## src/rtl/wsrx_pkg.sv

```systemverilog
// Package for the websocket receive deframer: opcodes, result kinds and parser phases.
// It depends on nothing and is imported by the deframer and its checker.
package wsrx_pkg;

  localparam int unsigned KindW = 3;
  localparam int unsigned ByteW = 8;
  localparam int unsigned LenW  = 16;
  localparam int unsigned OpW   = 4;

  localparam logic [OpW-1:0]   OpText     = 4'h1;
  localparam logic [OpW-1:0]   OpClose    = 4'h8;
  localparam logic [OpW-1:0]   OpPing     = 4'h9;
  localparam logic [ByteW-1:0] PongFinHdr = 8'h8A;
  localparam logic [ByteW-1:0] LenExt16   = 8'd126;

  localparam logic [KindW-1:0] KindText   = 3'd0;
  localparam logic [KindW-1:0] KindEmpty  = 3'd1;
  localparam logic [KindW-1:0] KindPong   = 3'd2;
  localparam logic [KindW-1:0] KindClose  = 3'd3;
  localparam logic [KindW-1:0] KindBadLen = 3'd4;

  typedef enum logic [4:0] {
    PhHdr0    = 5'b00001,
    PhHdr1    = 5'b00010,
    PhExtHi   = 5'b00100,
    PhExtLo   = 5'b01000,
    PhPayload = 5'b10000
  } phase_e;

endpackage

```

## src/rtl/websocket_rx_deframer_unit.sv

```systemverilog
// Websocket receive deframer: parses frame headers, streams text and pong words and reports status words.
// It depends on wsrx_pkg for opcodes, result kinds and the parser phase type.
//
// Channel   Handshake                Payload
// input     in_valid_i / in_ready_o  data_byte_i
// output    out_valid_o / out_ready_i kind_o, byte_value_o, frame_last_o
//
// Each word passes an input register and a result register, and one word can be accepted
// in every cycle while the result word is not stalled.
// The header and payload logic sits between the two registers.
// Reset clears the parser, the halt flag and both valid flags; no clearing pass is needed.
// A stalled result holds the input register, which then holds the input channel.
module websocket_rx_deframer_unit (
  input  logic                         clk_i,
  input  logic                         rst_ni,
  input  logic                         in_valid_i,
  output logic                         in_ready_o,
  input  logic [wsrx_pkg::ByteW-1:0]   data_byte_i,
  output logic                         out_valid_o,
  input  logic                         out_ready_i,
  output logic [wsrx_pkg::KindW-1:0]   kind_o,
  output logic [wsrx_pkg::ByteW-1:0]   byte_value_o,
  output logic                         frame_last_o
);
  import wsrx_pkg::*;

  logic             s1_valid_q;
  logic [ByteW-1:0] s1_byte_q;
  logic             out_free;
  logic             s1_advance;

  phase_e           phase_q, phase_d;
  logic [OpW-1:0]   opcode_q, opcode_d;
  logic [LenW-1:0]  left_q, left_d;
  logic [ByteW-1:0] ext_hi_q, ext_hi_d;
  logic             halted_q, halted_d;

  logic             res_valid;
  logic [KindW-1:0] res_kind;
  logic [ByteW-1:0] res_byte;
  logic             res_last;
  logic             fin;
  logic [LenW-1:0]  fin_len;
  logic [LenW-1:0]  left_dec;

  logic             out_valid_q;
  logic [KindW-1:0] kind_q;
  logic [ByteW-1:0] byte_q;
  logic             last_q;

  assign out_free   = !out_valid_q || out_ready_i;
  assign s1_advance = s1_valid_q && out_free;
  assign in_ready_o = !s1_valid_q || out_free;
  assign left_dec   = left_q - LenW'(1);

  always_comb begin
    phase_d   = phase_q;
    opcode_d  = opcode_q;
    left_d    = left_q;
    ext_hi_d  = ext_hi_q;
    halted_d  = halted_q;
    res_valid = 1'b0;
    res_kind  = KindText;
    res_byte  = '0;
    res_last  = 1'b0;
    fin       = 1'b0;
    fin_len   = '0;
    if (s1_advance && !halted_q) begin
      unique case (phase_q)
        PhHdr1: begin
          if (s1_byte_q > LenExt16) begin
            halted_d  = 1'b1;
            phase_d   = PhHdr0;
            res_valid = 1'b1;
            res_kind  = KindBadLen;
          end else if (s1_byte_q == LenExt16) begin
            phase_d = PhExtHi;
            if (opcode_q == OpPing) begin
              res_valid = 1'b1;
              res_kind  = KindPong;
              res_byte  = s1_byte_q;
            end
          end else begin
            fin     = 1'b1;
            fin_len = {{(LenW-ByteW){1'b0}}, s1_byte_q};
          end
        end
        PhExtHi: begin
          ext_hi_d = s1_byte_q;
          phase_d  = PhExtLo;
          if (opcode_q == OpPing) begin
            res_valid = 1'b1;
            res_kind  = KindPong;
            res_byte  = s1_byte_q;
          end
        end
        PhExtLo: begin
          fin     = 1'b1;
          fin_len = {ext_hi_q, s1_byte_q};
        end
        PhPayload: begin
          left_d = left_dec;
          if (left_dec == '0) begin
            phase_d = PhHdr0;
          end
          if (opcode_q == OpText) begin
            res_valid = 1'b1;
            res_kind  = KindText;
            res_byte  = s1_byte_q;
            res_last  = (left_dec == '0);
          end else if (opcode_q == OpPing) begin
            res_valid = 1'b1;
            res_kind  = KindPong;
            res_byte  = s1_byte_q;
            res_last  = (left_dec == '0);
          end else if (opcode_q == OpClose && left_dec == '0) begin
            halted_d  = 1'b1;
            res_valid = 1'b1;
            res_kind  = KindClose;
          end
        end
        default: begin
          opcode_d = s1_byte_q[OpW-1:0];
          phase_d  = PhHdr1;
          if (s1_byte_q[OpW-1:0] == OpPing) begin
            res_valid = 1'b1;
            res_kind  = KindPong;
            res_byte  = PongFinHdr;
          end
        end
      endcase
      if (fin) begin
        if (fin_len == '0) begin
          phase_d = PhHdr0;
          if (opcode_q == OpText) begin
            res_valid = 1'b1;
            res_kind  = KindEmpty;
          end else if (opcode_q == OpPing) begin
            res_valid = 1'b1;
            res_kind  = KindPong;
            res_byte  = s1_byte_q;
            res_last  = 1'b1;
          end else if (opcode_q == OpClose) begin
            halted_d  = 1'b1;
            res_valid = 1'b1;
            res_kind  = KindClose;
          end
        end else begin
          left_d  = fin_len;
          phase_d = PhPayload;
          if (opcode_q == OpPing) begin
            res_valid = 1'b1;
            res_kind  = KindPong;
            res_byte  = s1_byte_q;
          end
        end
      end
    end
  end

  always_ff @(posedge clk_i or negedge rst_ni) begin
    if (!rst_ni) begin
      s1_valid_q  <= 1'b0;
      out_valid_q <= 1'b0;
      phase_q     <= PhHdr0;
      opcode_q    <= '0;
      left_q      <= '0;
      ext_hi_q    <= '0;
      halted_q    <= 1'b0;
    end else begin
      if (in_ready_o) begin
        s1_valid_q <= in_valid_i;
      end
      if (out_free) begin
        out_valid_q <= s1_advance && res_valid;
      end
      phase_q  <= phase_d;
      opcode_q <= opcode_d;
      left_q   <= left_d;
      ext_hi_q <= ext_hi_d;
      halted_q <= halted_d;
    end
  end

  always_ff @(posedge clk_i) begin
    if (in_ready_o) begin
      s1_byte_q <= data_byte_i;
    end
    if (out_free) begin
      kind_q <= res_kind;
      byte_q <= res_byte;
      last_q <= res_last;
    end
  end

  assign out_valid_o  = out_valid_q;
  assign kind_o       = kind_q;
  assign byte_value_o = byte_q;
  assign frame_last_o = last_q;

endmodule

```

## config.mk

```make
export PLATFORM = sky130hd
export DESIGN_NAME = websocket_rx_deframer_unit
export DESIGN_NICKNAME = d
export VERILOG_FILES = /design/src/rtl/wsrx_pkg.sv /design/src/rtl/websocket_rx_deframer_unit.sv
export SDC_FILE = /design/constraint.sdc
export NUM_CORES = 1
export LEC_CHECK = 0
export ABC_CLOCK_PERIOD_IN_PS = 2590
export BUFFER_PORTS_ARGS = -buffer_cell sky130_fd_sc_hd__buf_2
export CORE_MARGIN = 4
export CORE_UTILIZATION = 30
export CTS_BUF_LIST = sky130_fd_sc_hd__clkbuf_4
export DETAILED_ROUTE_END_ITERATION = 12
export SETUP_SLACK_MARGIN = 0.2
export SLEW_MARGIN = 20
export SYNTH_ARGS = -nofsm -noshare
export SYNTH_HDL_FRONTEND = slang
export SYNTH_SLANG_ARGS = --single-unit
```

## constraint.sdc

```tcl
create_clock -name clk_i -period 2.59 [get_ports clk_i]
set_input_delay 0 -clock clk_i [delete_from_list [all_inputs] [get_ports clk_i]]
set_output_delay 0 -clock clk_i [all_outputs]
set_load 0.01 [all_outputs]
```

==> results.md <==
Floorplan:
- The initial standard-cell utilization of the core is 0.312.
- Measured along the x axis, the die boundary spans 112 µm.
- During I/O placement, the number of pins put on the boundary was 26.
- The die is 112 µm tall.
- In this run the core area contains 37 standard-cell rows.
- The floorplan step defined a core boundary enclosing 10,500 µm².
- The die covers 12,600 µm².

Global route:
- The number of global-route vias before repair is 2,793.
- The total routing resource utilization after global routing is 0.142.
- For this run the aggregate overflow at the end of global routing stands at 0.
- Entering global routing, the biggest net connects 37 pins.
- The first global-routing pass estimated 14,500 µm of wire.
- The number of antenna violations at the first check in global routing was 0.

Placement:
- Routability-driven placement finished with a final weighted congestion of between 0.9 and 1.
- The half-perimeter wire length after placement is between 6000 and 7000 µm.
- During placement, the flow inserted port buffers numbering 25.

Synthesis:
- The fraction of synthesized cell area taken by the top area cell type is 0.269.
- In the post-synthesis netlist, the cell with the most instances is sky130_fd_sc_hd__dfrtp_1.
- Of the total synthesized cell area, the portion taken by AND, OR, NAND and NOR gates is 0.226.
- The area share of xor/xnor cells in the synthesized design is 0.0107.
- Of the total synthesized cell area, the portion taken by full adders, half adders and majority gates is 0.00767.
- Of all cell types, the one taking the most synthesized area is sky130_fd_sc_hd__dfrtp_1.
- The post-synthesis sequential element count is 56.
- The synthesized design contains 20 enable-type register cells.
- Synthesis instantiated 67 different standard cells from the library.
- After synthesis, the largest family of logic cells by area is simple AND/OR/NAND/NOR gates.
- By count the netlist is led by sky130_fd_sc_hd__dfrtp_1 (35), sky130_fd_sc_hd__nand2_1 (32), sky130_fd_sc_hd__o21ai_0 (26).
- The dominant register cell in the synthesized netlist is sky130_fd_sc_hd__dfrtp_1.
- In the synthesized netlist, the number of instances is 343.
- The share of synthesized area occupied by flip-flops and latches is 0.461.
- The number of nets in the synthesized netlist is between 300 and 400.
- Yosys printed 0 warnings.
- By area the synthesized netlist is led by sky130_fd_sc_hd__dfrtp_1 (27%), sky130_fd_sc_hd__edfxtp_1 (18%), sky130_fd_sc_hd__o21ai_0 (4.0%).
- The portion of synthesized area spent on multiplexers is 0.0311.
- The share of flip-flops with an asynchronous set or reset after synthesis is 0.643.
- In this run the cell area of the synthesized design comes to 3260 µm².
- The post-synthesis compound-gate area fraction came to 0.217.
- A synthesized cell averages 9.51 µm².

Worst setup path:
- The startpoint of the worst-slack reg-to-reg timing path is phase_q[4].
- The reg-to-reg endpoint is left_q[0].
- Data on the critical path arrives at its endpoint at 2.62 ns.
- The depth of the worst register-to-register path is 7.
- The worst path buffer plus inverter count is 1.
- The critical path's top delay family is compound AO/OA/AOI/OAI gates.
- For this design, the slowest cell found on the critical path is sky130_fd_sc_hd__dfrtp_1.
- The sort of element at the end of the critical path is a flop.
- Of all nets on the critical path, the largest fanout is 10.
- The largest single stage delay on the critical path is approximately 0.5 ns.
- The required arrival time at the worst endpoint is 2.91 ns.
- The critical path is of the flop to flop type.
- The signal on the critical path passes through nor2b_1 > and3_1 > a21o_1 > a22oi_2 > buf_4 > a21oi_1 > a2bb2oi_1.
- The launching element type of the critical path is a flop.
- Across all register-to-register paths, the minimum setup slack is 0.30 ns.

STA:
- The final setup violation count is 0.
- Timing would allow up to 436 MHz.
- The setup TNS is 0 ns.
- Dividing the final minimum period by the clock period gives 0.885.
- On the final layout, the worst clock skew is 0.0191 ns.
- The total count of hold-check failures in the final report is 0.
- Setup repair after global routing could not meet its margin everywhere.
- The minimum hold slack is 0.128 ns.
- Subtracting the final worst setup slack from the clock period gives 2.29 ns.
- In this run the tightest slew margin relative to its limit is 0.437.
- The number of max-slew violations in the final report is 0.
- At the pin with the least slew margin, the transition time is 0.844 ns.

Routing:
- In this run, the number of DRC markers left after iteration 0 of detailed routing was approximately 270.
- Wires add up to 8940 µm.
- The routed layout has around 2,900 vias.
- The remaining antenna violation count is 0.
- The post-detailed-route DRC marker count is 0.
- The final routed wire length divided by cell count is 17.0 µm.
- The via density per instance is between 5 and 6.
- The first-pass iteration count of the detailed router is 6.

Status:
- The flow ran to the end, and the final reports show no timing, DRC or antenna violations.

Min path:
- The worst min-delay path class is input pin to flop.
- The endpoint of the worst hold path is out_valid_o.
- The worst hold path begins at out_ready_i.
- Along the worst hold path, the cell count comes to 4.

CTS:
- The TritonCTS clock tree is done.
- The CTS root buffer is sky130_fd_sc_hd__clkbuf_4.
- Counting along the longest clock path gives a buffer depth of 2.
- The clock net in this run drives a total of 56 sinks.
- The later-pin clock latency in the skew report is around 0.4 ns.
- The H-tree was split into 2 levels.
- TritonCTS created 5 clock buffers.
- Clock-pin slew was measured on the worst setup and hold paths at between 0.15 and 0.2 ns.

Final layout:
- The number of filler cells placed in the layout is 1,087.
- The final net count is ~400.
- The share of layout cells above drive strength 1 is 0.226.
- Compared with the post-synthesis result, the final layout area differs by 17.7%.
- 0 antenna diodes ended up in the layout.

Power and ir drop:
- The power per cell area is around 900 nW/µm².
- In this run the static leakage power is 1.56 nW.
- The worst ir drop on vdd is 0.000270 V.

Flow run:
- The number of max-capacitance violations reported is 0.
cells in the final DEF, fill, tap and decap left out, types with 3 or more instances in the layout:
cell type and count:
sky130_fd_sc_hd__a221oi_1 6, sky130_fd_sc_hd__clkbuf_4 5, sky130_fd_sc_hd__nor3_1 9, sky130_fd_sc_hd__and3b_1 3, sky130_fd_sc_hd__a21oi_1 25, sky130_fd_sc_hd__edfxtp_1 20
sky130_fd_sc_hd__a21o_1 3, sky130_fd_sc_hd__a22o_1 4, sky130_fd_sc_hd__nand3_1 13, sky130_fd_sc_hd__nor2_1 23, sky130_fd_sc_hd__nor2b_1 4, sky130_fd_sc_hd__and2_1 5
sky130_fd_sc_hd__nand2_1 32, sky130_fd_sc_hd__nand4_1 7, sky130_fd_sc_hd__buf_4 21, sky130_fd_sc_hd__dlygate4sd3_1 10, sky130_fd_sc_hd__a2bb2oi_1 6, sky130_fd_sc_hd__inv_1 17
sky130_fd_sc_hd__buf_2 25, sky130_fd_sc_hd__nor4_1 8, sky130_fd_sc_hd__dfrtp_2 5, sky130_fd_sc_hd__a31oi_1 5, sky130_fd_sc_hd__dfrtp_1 30, sky130_fd_sc_hd__o21ai_0 26
sky130_fd_sc_hd__mux2_2 9, sky130_fd_sc_hd__and3_1 8
power by group:
group	leakage (nW)	switching (mW)	internal (mW)
sequential	0.659	0.360	1.20
clock	0.0471	0.295	0.209
combinational	0.854	0.804	0.631
total	1.56	1.46	2.04
worst max-delay path by stage:
stage / end / depth (start not counted) / slack [ns] / start
after floorplan: kind_o[1] / 8 / 0.39 / left_q[0]
after global placement: frame_last_o / 8 / 0.30 / left_q[0]
after detailed placement: frame_last_o / 8 / 0.23 / left_q[0]
after CTS: frame_last_o / 8 / 0.31 / left_q[0]
after global routing: frame_last_o / 6 / 0.15 / s1_byte_q[5]
final: left_q[0] / 7 / 0.30 / phase_q[4]
flip-flops by register name (all words and copies together) (netlist names):
signal and cells:
byte_value_o 8, ext_hi_q 8, frame_last_o 1, halted_q 1, kind_o 3, left_q 16
opcode_q 4, out_valid_o 1, phase_q 5, s1_byte_q 8, s1_valid_q 1
per-stage QoR:
stage / setup WS (ns) / instances / util / power, mW / area, µm²
3_5_place_dp: 0.229 / 503 / 0.344 / 2.91 / 3590
2_1_floorplan: 0.391 / 343 / - / 2.46 / 3260
4_1_cts: 0.308 / 521 / 0.361 / 3.43 / 3780
6_report: 0.298 / 525 / 0.367 / 3.49 / 3840
5_1_grt: 0.147 / 525 / 0.367 / 3.73 / 3840
3_3_place_gp: 0.297 / 503 / 0.344 / 2.89 / 3590
area by class of cell:
class	count	area [µm²]	area share
Sequential cell	56	1510	0.393
Timing Repair Buffer	56	383	0.0998
Multi-Input combinational cell	252	1630	0.424
Clock buffer	5	37.5	0.00978
Tap cell	136	170	0.0444
Inverter	17	63.8	0.0166
Clock inverter	3	46.3	0.0121
cell families (layout without fill, tap and decap cells):
logic type	count (synthesis)	count (layout)
AOI/OAI and AO/OA	103	103
xor gates and xnor gates	4	4
adders and majority gates	2	2
buffers and inverters	35	81
DFF	56	56
muxes	9	9
and+or+nand+nor	134	134
what timing repair did:
action / in CTS / in global routing
hold buffers: 10 / 0
gates resized for setup: 1 / 8
endpoints found under the setup margin: 1 / 9
hold endpoints to repair: 44 / 0
buffers inserted: 0 / 4
pin swaps: 0 / 0
worst reg2reg max path: cells and delay by family (launching register included):
kind / cells / cell delay, ns
AOI/OAI and AO/OA: 4 / 0.95
and+or+nand+nor: 2 / 0.58
DFF: 1 / 0.50
buffers and inverters: 1 / 0.19
routing by layer:
metal,vias to the layer above,share of wire,track usage
met2,113,0.46,0.229
li1,1378,-,-
met4,0,0.023,0.0441
met3,14,0.070,0.0286
met5,-,0,0
met1,1374,0.45,0.193
(Power assumes the default switching activity.)
